==> config.mk <==
export PLATFORM = sky130hd
export DESIGN_NAME = text_clean_ngram_spanner_top
export DESIGN_NICKNAME = d
export VERILOG_FILES = /design/src/sv/tcns_pkg.sv /design/src/sv/tcns_window.sv /design/src/sv/text_clean_ngram_spanner_top.sv
export SDC_FILE = /design/constraint.sdc
export NUM_CORES = 2
export LEC_CHECK = 0
export BUFFER_PORTS_ARGS = -buffer_cell sky130_fd_sc_hd__buf_2
export CAP_MARGIN = 20
export CORE_MARGIN = 4
export CORE_UTILIZATION = 55
export CTS_CLUSTER_DIAMETER = 200
export DETAILED_ROUTE_END_ITERATION = 6
export PLACE_DENSITY = 0.72
export SLEW_MARGIN = 40
export SYNTH_ARGS = -nofsm -noshare
export SYNTH_HDL_FRONTEND = slang
export SYNTH_SLANG_ARGS = --single-unit
==> constraint.sdc <==
create_clock -name i_clk -period 10.8 [get_ports i_clk]
set_clock_uncertainty 0.1 [all_clocks]
set_input_delay 1.62 -clock i_clk [delete_from_list [all_inputs] [get_ports i_clk]]
set_output_delay 1.62 -clock i_clk [all_outputs]
set_load 0.02 [all_outputs]
==> src/sv/tcns_pkg.sv <==
package tcns_pkg;

    // Default build values
    localparam int MAX_WORDS_DEF = 31;
    localparam int POS_WIDTH_DEF = 32;

    // Fixed field widths
    localparam int CFG_W   = 5;
    localparam int FIELD_W = 32;
    localparam int CHAR_W  = 8;
    localparam int KIND_W  = 2;

    localparam logic [CFG_W-1:0] NGRAM_RESET = 5'd4;

    // Result kinds
    typedef enum logic [KIND_W-1:0] {
        KIND_CHAR = 2'd0,
        KIND_SPAN = 2'd1,
        KIND_END  = 2'd2
    } t_kind;

    // Requests from the sequencer to the word-start window
    typedef struct packed {
        logic issue;
        logic period;
        logic clear;
    } t_win_ctl;

endpackage

==> src/sv/tcns_window.sv <==
module tcns_window #(
    parameter int MAX_WORDS = tcns_pkg::MAX_WORDS_DEF,
    parameter int POS_WIDTH = tcns_pkg::POS_WIDTH_DEF
) (
    input  logic                       i_clk,
    input  logic                       i_rst_n,
    input  tcns_pkg::t_win_ctl         i_ctl,
    input  logic [POS_WIDTH-1:0]       i_pos,
    input  logic [tcns_pkg::CFG_W-1:0] i_ngram,
    output logic                       o_span_yes,
    output logic [POS_WIDTH-1:0]       o_start,
    output logic [POS_WIDTH-1:0]       o_len
);

    localparam int PTR_W = $clog2(MAX_WORDS + 1);
    localparam int DEPTH = 2 ** PTR_W;
    localparam int CW    = tcns_pkg::CFG_W;
    localparam logic [CW-1:0] MAX_N = CW'(MAX_WORDS);

    // Word start offsets, a ring addressed from the head pointer
    logic [POS_WIDTH-1:0] r_mem [DEPTH];
    logic [POS_WIDTH-1:0] r_rd_data;
    logic [POS_WIDTH-1:0] r_pos;

    logic [PTR_W-1:0] r_h, n_h;
    logic [PTR_W-1:0] r_held, n_held;
    logic             r_head_zero, n_head_zero;
    logic             r_ok;
    logic             r_zero;

    logic [CW-1:0]    w_n;
    logic [CW-1:0]    w_held_c;
    logic             w_full;
    logic [PTR_W-1:0] w_base;
    logic [PTR_W-1:0] w_rd_addr;
    logic [PTR_W-1:0] w_wr_addr;

    // Clamp the word count and find where the oldest word of the span sits
    always_comb begin
        if (i_ngram == '0) begin
            w_n = CW'(1);
        end else if (i_ngram > MAX_N) begin
            w_n = MAX_N;
        end else begin
            w_n = i_ngram;
        end
        w_held_c  = CW'(r_held);
        w_full    = (w_held_c >= w_n);
        w_base    = PTR_W'(w_held_c - w_n);
        w_rd_addr = r_h + w_base;
        w_wr_addr = r_h + r_held;
    end

    // Advance the window on a boundary, restart it on a period or at end of text
    always_comb begin
        n_h         = r_h;
        n_held      = r_held;
        n_head_zero = r_head_zero;
        if (i_ctl.issue) begin
            if (w_full) begin
                n_h    = r_h + w_base + PTR_W'(1);
                n_held = PTR_W'(w_n);
            end else begin
                n_held = r_held + PTR_W'(1);
            end
            if (i_ctl.period) begin
                n_h    = w_wr_addr;
                n_held = PTR_W'(1);
            end
            n_head_zero = r_head_zero && !w_full && !i_ctl.period;
        end
        if (i_ctl.clear) begin
            n_held      = PTR_W'(1);
            n_head_zero = 1'b1;
        end
    end

    // Write the next word start, read the span start
    always_ff @(posedge i_clk) begin
        if (i_ctl.issue) begin
            r_mem[w_wr_addr] <= i_pos + POS_WIDTH'(1);
            r_rd_data        <= r_mem[w_rd_addr];
            r_pos            <= i_pos;
        end
    end

    always_ff @(posedge i_clk) begin
        if (!i_rst_n) begin
            r_h         <= '0;
            r_held      <= PTR_W'(1);
            r_head_zero <= 1'b1;
            r_ok        <= 1'b0;
            r_zero      <= 1'b0;
        end else begin
            r_h         <= n_h;
            r_held      <= n_held;
            r_head_zero <= n_head_zero;
            if (i_ctl.issue) begin
                r_ok   <= w_full;
                r_zero <= r_head_zero && (w_base == '0);
            end
        end
    end

    // Head entry reads as zero until the window first moves past it
    assign o_start    = r_zero ? '0 : r_rd_data;
    assign o_len      = r_pos - o_start;
    assign o_span_yes = r_ok && (o_len != '0);

endmodule

==> src/sv/text_clean_ngram_spanner_top.sv <==
// Text cleaner with n-gram span finder.
// Input channel (i_in_valid / o_in_ready) takes one raw text byte per item, with
// i_byte_present and i_end_of_text flags. Output channel (o_out_valid /
// i_out_ready) gives cleaned characters, n-gram spans and one end item per text;
// o_last_result marks the final result of each input item. i_cfg_we writes the
// n-gram size; write it only while no item is in flight.
// A plain letter goes straight to its character result. A word boundary (a held
// space, a period, or the end of text) is first issued to the word-start window,
// whose registered read is used in the evaluate step; that step gives the space
// or period, then a span when the window is full. The end boundary gives no
// result at evaluate, only any span and then the end item. One item can hold a
// space, a letter and an end of text, handled in that order. Results leave at most
// one per cycle; plain letters stream at one per cycle when the receiver does not
// stall, while a boundary also takes its issue and evaluate steps.
// The next item is accepted in the same cycle that the last result of the
// current item enters the output register.
// Reset clears the cleaner state, the window and the span count, and sets the
// n-gram size to 4. The end item does the same except for the n-gram size.
// When the receiver stalls, the output register holds its result and the
// sequencer waits; no result is dropped.
module text_clean_ngram_spanner_top #(
    parameter int MAX_WORDS = tcns_pkg::MAX_WORDS_DEF,
    parameter int POS_WIDTH = tcns_pkg::POS_WIDTH_DEF
) (
    input  logic                       i_clk,
    input  logic                       i_rst_n,
    input  logic                       i_cfg_we,
    input  logic [tcns_pkg::CFG_W-1:0] i_cfg_data,
    input  logic                       i_in_valid,
    output logic                       o_in_ready,
    input  logic                       i_byte_present,
    input  logic [7:0]                 i_text_byte,
    input  logic                       i_end_of_text,
    output logic                       o_out_valid,
    input  logic                       i_out_ready,
    output logic [1:0]                 o_kind,
    output logic [7:0]                 o_clean_char,
    output logic [31:0]                o_span_start,
    output logic [31:0]                o_span_length,
    output logic [31:0]                o_span_index,
    output logic [31:0]                o_total_length,
    output logic                       o_last_result
);

    localparam int PW = POS_WIDTH;
    localparam int FW = tcns_pkg::FIELD_W;
    localparam int CW = tcns_pkg::CHAR_W;

    localparam logic [CW-1:0] CH_UP_A   = 8'h41;
    localparam logic [CW-1:0] CH_UP_Z   = 8'h5A;
    localparam logic [CW-1:0] CH_LO_A   = 8'h61;
    localparam logic [CW-1:0] CH_LO_Z   = 8'h7A;
    localparam logic [CW-1:0] CH_SPACE  = 8'h20;
    localparam logic [CW-1:0] CH_PERIOD = 8'h2E;
    localparam logic [CW-1:0] CH_QUEST  = 8'h3F;
    localparam logic [CW-1:0] CH_BANG   = 8'h21;
    localparam logic [CW-1:0] CH_DASH   = 8'h2D;
    localparam logic [CW-1:0] CH_NL     = 8'h0A;
    localparam logic [CW-1:0] CH_LPAR   = 8'h28;
    localparam logic [CW-1:0] CH_RPAR   = 8'h29;
    localparam logic [CW-1:0] CASE_OFS  = 8'd32;

    typedef enum logic [2:0] {
        ST_IDLE,
        ST_ISSUE,
        ST_EVAL,
        ST_SPAN,
        ST_CHAR,
        ST_END
    } t_step;

    typedef enum logic [1:0] {
        BK_SPACE,
        BK_PERIOD,
        BK_END
    } t_bkind;

    // Pick the first step of what is left of an item's plan
    function automatic t_step f_first(input logic sp, input logic ch,
                                      input logic per, input logic en);
        t_step s;
        if (sp) begin
            s = ST_ISSUE;
        end else if (ch && per) begin
            s = ST_ISSUE;
        end else if (ch) begin
            s = ST_CHAR;
        end else if (en) begin
            s = ST_ISSUE;
        end else begin
            s = ST_IDLE;
        end
        return s;
    endfunction

    // Configuration
    logic [tcns_pkg::CFG_W-1:0] r_ngram;

    // Cleaner state, updated when an item is accepted
    logic          r_dash, n_dash;
    logic          r_after_sp, n_after_sp;
    logic          r_after_per, n_after_per;
    logic          r_sp_pend, n_sp_pend;
    logic [PW-1:0] r_clean_pos, n_clean_pos;

    // Plan of the incoming item
    logic          w_p_sp;
    logic          w_p_ch;
    logic          w_p_per;
    logic [CW-1:0] w_p_chr;
    logic [CW-1:0] w_c;
    logic          w_letter;
    logic          w_acc;

    // Sequencer and output register
    t_step            r_step, n_step;
    t_bkind           r_bk, n_bk;
    logic             r_do_sp, n_do_sp;
    logic             r_do_ch, n_do_ch;
    logic             r_ch_per, n_ch_per;
    logic             r_do_end, n_do_end;
    logic [CW-1:0]    r_ch, n_ch;
    logic [PW-1:0]    r_pos, n_pos;
    logic [FW-1:0]    r_span_cnt, n_span_cnt;

    logic             r_o_valid, n_o_valid;
    tcns_pkg::t_kind  r_o_kind, n_o_kind;
    logic [CW-1:0]    r_o_char, n_o_char;
    logic [FW-1:0]    r_o_start, n_o_start;
    logic [FW-1:0]    r_o_len, n_o_len;
    logic [FW-1:0]    r_o_index, n_o_index;
    logic [FW-1:0]    r_o_total, n_o_total;
    logic             r_o_last, n_o_last;

    // Result produced by the current step
    logic             e_valid;
    tcns_pkg::t_kind  e_kind;
    logic [CW-1:0]    e_char;
    logic [FW-1:0]    e_start;
    logic [FW-1:0]    e_len;
    logic [FW-1:0]    e_index;
    logic [FW-1:0]    e_total;
    logic             e_last;

    logic             w_out_free;
    logic             w_fire;
    logic             w_rem;

    tcns_pkg::t_win_ctl w_win;
    logic               w_span_yes;
    logic [PW-1:0]      w_start;
    logic [PW-1:0]      w_len;

    tcns_window #(
        .MAX_WORDS (MAX_WORDS),
        .POS_WIDTH (POS_WIDTH)
    ) u_window (
        .i_clk      (i_clk),
        .i_rst_n    (i_rst_n),
        .i_ctl      (w_win),
        .i_pos      (r_pos),
        .i_ngram    (r_ngram),
        .o_span_yes (w_span_yes),
        .o_start    (w_start),
        .o_len      (w_len)
    );

    // Hold the n-gram size
    always_ff @(posedge i_clk) begin
        if (!i_rst_n) begin
            r_ngram <= tcns_pkg::NGRAM_RESET;
        end else if (i_cfg_we) begin
            r_ngram <= i_cfg_data;
        end
    end

    // Fold the byte and decide what it emits
    always_comb begin
        if (i_text_byte >= CH_UP_A && i_text_byte <= CH_UP_Z) begin
            w_c = i_text_byte + CASE_OFS;
        end else if (i_text_byte == CH_NL || i_text_byte == CH_LPAR ||
                     i_text_byte == CH_RPAR) begin
            w_c = CH_SPACE;
        end else if (i_text_byte == CH_QUEST || i_text_byte == CH_BANG) begin
            w_c = CH_PERIOD;
        end else begin
            w_c = i_text_byte;
        end
        w_letter = (w_c >= CH_LO_A) && (w_c <= CH_LO_Z);

        n_dash      = r_dash;
        n_after_sp  = r_after_sp;
        n_after_per = r_after_per;
        n_sp_pend   = r_sp_pend;
        w_p_sp      = 1'b0;
        w_p_ch      = 1'b0;
        w_p_per     = 1'b0;
        w_p_chr     = w_c;

        if (i_byte_present) begin
            if (w_c == CH_DASH) begin
                n_dash = 1'b1;
            end else if (r_dash && w_c == CH_SPACE) begin
                n_dash = r_dash;
            end else if (w_c == CH_PERIOD && !r_after_per) begin
                n_sp_pend   = 1'b0;
                w_p_ch      = 1'b1;
                w_p_per     = 1'b1;
                n_after_per = 1'b1;
                n_after_sp  = 1'b0;
                n_dash      = 1'b0;
            end else if (w_c == CH_SPACE && !r_after_sp && !r_after_per) begin
                n_sp_pend   = 1'b1;
                n_after_sp  = 1'b1;
                n_after_per = 1'b0;
            end else if (w_letter) begin
                w_p_sp      = r_sp_pend;
                n_sp_pend   = 1'b0;
                w_p_ch      = 1'b1;
                n_after_sp  = 1'b0;
                n_after_per = 1'b0;
                n_dash      = 1'b0;
            end
        end

        n_clean_pos = r_clean_pos + PW'(w_p_sp) + PW'(w_p_ch);

        // End of text returns the cleaner to its reset state
        if (i_end_of_text) begin
            n_dash      = 1'b0;
            n_after_sp  = 1'b1;
            n_after_per = 1'b0;
            n_sp_pend   = 1'b0;
            n_clean_pos = '0;
        end
    end

    always_ff @(posedge i_clk) begin
        if (!i_rst_n) begin
            r_dash      <= 1'b0;
            r_after_sp  <= 1'b1;
            r_after_per <= 1'b0;
            r_sp_pend   <= 1'b0;
            r_clean_pos <= '0;
        end else if (w_acc) begin
            r_dash      <= n_dash;
            r_after_sp  <= n_after_sp;
            r_after_per <= n_after_per;
            r_sp_pend   <= n_sp_pend;
            r_clean_pos <= n_clean_pos;
        end
    end

    // Step through the plan, at most one result per cycle, waiting while the output register is held
    always_comb begin
        n_step     = r_step;
        n_bk       = r_bk;
        n_do_sp    = r_do_sp;
        n_do_ch    = r_do_ch;
        n_ch_per   = r_ch_per;
        n_do_end   = r_do_end;
        n_ch       = r_ch;
        n_pos      = r_pos;
        n_span_cnt = r_span_cnt;

        e_valid = 1'b0;
        e_kind  = tcns_pkg::KIND_CHAR;
        e_char  = '0;
        e_start = '0;
        e_len   = '0;
        e_index = '0;
        e_total = '0;
        e_last  = 1'b0;

        w_win      = '0;
        w_out_free = !r_o_valid || i_out_ready;
        w_rem      = r_do_sp || r_do_ch || r_do_end;

        case (r_step)
            ST_ISSUE: begin
                w_win.issue = 1'b1;
                n_step      = ST_EVAL;
                if (r_do_sp) begin
                    n_bk    = BK_SPACE;
                    n_do_sp = 1'b0;
                end else if (r_do_ch) begin
                    n_bk         = BK_PERIOD;
                    w_win.period = 1'b1;
                    n_do_ch      = 1'b0;
                end else begin
                    n_bk     = BK_END;
                    n_do_end = 1'b0;
                end
            end
            ST_EVAL: begin
                if (r_bk == BK_END) begin
                    n_step = w_span_yes ? ST_SPAN : ST_END;
                end else begin
                    e_valid = 1'b1;
                    e_char  = (r_bk == BK_SPACE) ? CH_SPACE : r_ch;
                    e_last  = !w_span_yes && !w_rem;
                    if (w_out_free) begin
                        n_pos  = r_pos + PW'(1);
                        n_step = w_span_yes ? ST_SPAN
                                            : f_first(r_do_sp, r_do_ch, r_ch_per, r_do_end);
                    end
                end
            end
            ST_SPAN: begin
                e_valid = 1'b1;
                e_kind  = tcns_pkg::KIND_SPAN;
                e_start = FW'(w_start);
                e_len   = FW'(w_len);
                e_index = r_span_cnt;
                e_last  = (r_bk != BK_END) && !w_rem;
                if (w_out_free) begin
                    n_span_cnt = r_span_cnt + FW'(1);
                    n_step     = (r_bk == BK_END) ? ST_END
                                 : f_first(r_do_sp, r_do_ch, r_ch_per, r_do_end);
                end
            end
            ST_CHAR: begin
                e_valid = 1'b1;
                e_char  = r_ch;
                e_last  = !r_do_end;
                if (w_out_free) begin
                    n_do_ch = 1'b0;
                    n_pos   = r_pos + PW'(1);
                    n_step  = f_first(1'b0, 1'b0, 1'b0, r_do_end);
                end
            end
            ST_END: begin
                e_valid = 1'b1;
                e_kind  = tcns_pkg::KIND_END;
                e_total = FW'(r_pos);
                e_last  = 1'b1;
                if (w_out_free) begin
                    w_win.clear = 1'b1;
                    n_span_cnt  = '0;
                    n_step      = ST_IDLE;
                end
            end
            default: begin
                n_step = ST_IDLE;
            end
        endcase

        w_fire = e_valid && w_out_free;

        // Drain the output register, then refill it from the current step
        n_o_valid = r_o_valid && !i_out_ready;
        n_o_kind  = r_o_kind;
        n_o_char  = r_o_char;
        n_o_start = r_o_start;
        n_o_len   = r_o_len;
        n_o_index = r_o_index;
        n_o_total = r_o_total;
        n_o_last  = r_o_last;
        if (w_fire) begin
            n_o_valid = 1'b1;
            n_o_kind  = e_kind;
            n_o_char  = e_char;
            n_o_start = e_start;
            n_o_len   = e_len;
            n_o_index = e_index;
            n_o_total = e_total;
            n_o_last  = e_last;
        end

        // Take the next item when idle or as the last result of this one goes out
        o_in_ready = (r_step == ST_IDLE) || (w_fire && e_last);
        w_acc      = i_in_valid && o_in_ready;
        if (w_acc) begin
            n_do_sp  = w_p_sp;
            n_do_ch  = w_p_ch;
            n_ch_per = w_p_per;
            n_do_end = i_end_of_text;
            n_ch     = w_p_chr;
            n_pos    = r_clean_pos;
            n_step   = f_first(w_p_sp, w_p_ch, w_p_per, i_end_of_text);
        end
    end

    always_ff @(posedge i_clk) begin
        if (!i_rst_n) begin
            r_step     <= ST_IDLE;
            r_bk       <= BK_SPACE;
            r_do_sp    <= 1'b0;
            r_do_ch    <= 1'b0;
            r_ch_per   <= 1'b0;
            r_do_end   <= 1'b0;
            r_pos      <= '0;
            r_span_cnt <= '0;
            r_o_valid  <= 1'b0;
        end else begin
            r_step     <= n_step;
            r_bk       <= n_bk;
            r_do_sp    <= n_do_sp;
            r_do_ch    <= n_do_ch;
            r_ch_per   <= n_ch_per;
            r_do_end   <= n_do_end;
            r_pos      <= n_pos;
            r_span_cnt <= n_span_cnt;
            r_o_valid  <= n_o_valid;
        end
        r_ch      <= n_ch;
        r_o_kind  <= n_o_kind;
        r_o_char  <= n_o_char;
        r_o_start <= n_o_start;
        r_o_len   <= n_o_len;
        r_o_index <= n_o_index;
        r_o_total <= n_o_total;
        r_o_last  <= n_o_last;
    end

    assign o_out_valid    = r_o_valid;
    assign o_kind         = r_o_kind;
    assign o_clean_char   = r_o_char;
    assign o_span_start   = r_o_start;
    assign o_span_length  = r_o_len;
    assign o_span_index   = r_o_index;
    assign o_total_length = r_o_total;
    assign o_last_result  = r_o_last;

endmodule

==> results.md <==
- Final period util: 63.4%
- Slew @ Worst Pin: 0.903 ns
- Pre-Repair DR Iteration Count: 5
- Multi-input gate area: 16400 µm²
- Biggest register: u_window.r_mem
- Total gr overflow: 0
- Synth cell types: 79
- Clk buf depth: 3
- Hold Path End: r_dash
- Max reg flops: 1024
- Via count: 32700
- Worst hold stages: 2
- Post-synth EDFFs: 1235
- Relative slew slack: 39.8%
- Flip-flop and latch area: 39600 µm²
- Setup Buffers After CTS: 0
- Synth area leaders: edfxtp_1, mux4_2, dfxtp_1
- Synth Register Bits: 1363
- Most common cell in the synthesized netlist: edfxtp_1
- Layout area overhead: 13.3%
- Max_cap viols: 0
- H-tree depth: 4
- Worst-Skew Late Latency: 0.75 ns
- # rows: 117
- Antenna-violating nets left: 0
- Final Critical Period: 6.85 ns
- Routed Wire Length: 138 mm
- Hold_sp: r_dash
- CP startpoint: u_window.r_zero
- Pwr Density: 195 nW/µm²
- Post-synthesis async set-or-reset flop share: 0%
- Initial core utilization: 55.4%
- Clk pin slew, worst setup/hold paths: 0.06 ns
- Crit start category: flip-flop
- RR Endpoint: u_window.r_rd_data[25]
- CTS root buffer: clkbuf_16
- Status: completed
- Reg2reg setup slack: 4.99 ns
- RD Place Congestion: 0.888
- RSZ-0062 raised after global routing: false
- Final hold vios: 0
- Synth top area share: 65.9%
- # nets final: 3866
- Fillers: 7207
- Setup TNS: 0 ns
- Worst reg2reg startpoint: r_ngram[1]
- Worst path arrival time: 5.13 ns
- Cts repair resizes: 0
- TritonCTS clock tree: built
- First-pass GRT wire length: 205 mm
- Layout cells sized above 1: 20.8%
- Vias per std cell: 6.21
- GRT Util Overall: 25.7%
- Die height: 328 µm
- Ys Warns: 0
- Syn Inst Count: 3604
- Initial antenna violation count: 4
- Kind of critical path: reg2out
- Final Util: 62.7%
- Critical Path RT: 9.08 ns
- Detailed Place HPWL: 78.5 mm
- Initial drt markers: 3909
- Netlist Area Pre-Place: 56300 µm²
- Hold Buf Count CTS: 0
- TritonCTS Buffers: 133
- Leak: 21.6 nW
- I/O pins: 161
- HP Class: reg2reg
- Pins Over Slew Limit: 0
- Sequential area share after synthesis: 70.5%
- Peak supply drop: 140 µV
- Yosys top cell by area: edfxtp_1
- CTS sink cnt: 1363
- CP endpoint kind: output pin
- Vias in the first global route: 32000
- DRC: 0
- Worst Reg2Reg Path Length in Cells: 14
- Worst-path fanout max: 33
- Die Width: 328 µm
- Largest net degree at the start of global routing: 103
- Mapped Nets: 3680
- Max Clock Freq: 146 MHz
- Final number of setup-violating endpoints: 0
- I/O Buffers: 160
- Top_reg_cell synth: edfxtp_1
- Avg Inst Size Synth: 15.6 µm²
- Die area: 107000 µm²
- Core area: 102000 µm²
- WL/cell: 26.2 µm
- Commonest cells post-synth: edfxtp_1, nand2_1, mux4_2
-- metrics by stage --
step	setup slack (ns)	instance area, µm²	power, mW	hold slack (ns)	cells
after floorplan	1.04	56300	7.41	0.306	3604
after CTS	3.50	63600	12.5	0.363	5262
after global routing	3.63	63700	12.9	0.376	5265
after detailed placement	4.36	59400	7.99	0.354	5020
after global placement	4.42	59200	7.96	0.358	5016
final	3.95	63700	12.4	0.359	5266
-- worst max path at each step --
stage                 end  slack [ns]
6_report       o_in_ready        3.95
2_1_floorplan  o_in_ready        1.04
3_3_place_gp   o_in_ready        4.42
4_1_cts        o_in_ready        3.50
3_5_place_dp   o_in_ready        4.36
5_1_grt        o_in_ready        3.63
-- routing by layer --
metal | share of wire, % | global-route usage (%) | routed length [µm]
met4 | 2.7 | 7.99 | 3690
met2 | 49 | 41.4 | 67000
met3 | 9.4 | 4.01 | 13000
met1 | 39 | 36.8 | 54400
met5 | 0.0094 | 0 | 13
-- cell usage in the layout (no fill, tap or decap), types with 29 or more instances in the layout --
cell	count
buf_2	160
a21oi_1	104
ha_1	49
mux4_2	256
edfxtp_1	1235
nand2_1	426
nand2b_1	43
buf_4	78
and3_1	96
o21ai_0	85
clkbuf_16	134
nor2_4	33
or4_1	29
xnor2_1	35
inv_1	37
dfxtp_1	127
a211oi_1	36
o31ai_1	29
nand3_1	218
nor2_1	190
xor2_1	48
-- worst max-delay path: stages (launching register included) --
cell	delay, ns
dfxtp_2	0.65
nand2b_1	0.21
ha_1	0.31
and2_1	0.22
a221o_1	0.38
o21ai_1	0.19
a21oi_1	0.09
a2111oi_1	0.66
nand4_1	0.18
a2111o_1	0.45
nor4_4	0.45
nor2_1	0.09
nor2_1	0.19
a21o_1	0.15
buf_2	0.17
-- cells by family after synthesis --
group | after synthesis | synth area share (%)
adders and majority gates | 56 | 1.31
and+or+nand+nor | 1181 | 9.89
buffers and inverters | 243 | 1.69
AOI/OAI and AO/OA | 373 | 4.28
DFF | 1363 | 70.5
xor gates and xnor gates | 118 | 1.84
muxes | 270 | 10.5
-- layout make-up --
class                           count  share of cell area, %
Inverter                           41                  0.244
Antenna cell                        1                0.00393
Tap cell                         1368                   2.69
Multi-Input combinational cell   1998                   25.7
Timing Repair Buffer              253                   2.49
Clock buffer                      164                   5.47
Sequential cell                  1363                   62.2
Clock inverter                     78                   1.17
-- report_power, final --
| group | internal [mW] | switching, mW | total, mW |
|---|---|---|---|
| sequential | 5.87 | 0.0468 | 5.92 |
| combinational | 0.772 | 1.22 | 1.99 |
| clock | 2.52 | 1.98 | 4.50 |
| total | 9.16 | 3.24 | 12.4 |
Note: power is estimated with default switching activity, not from simulation.
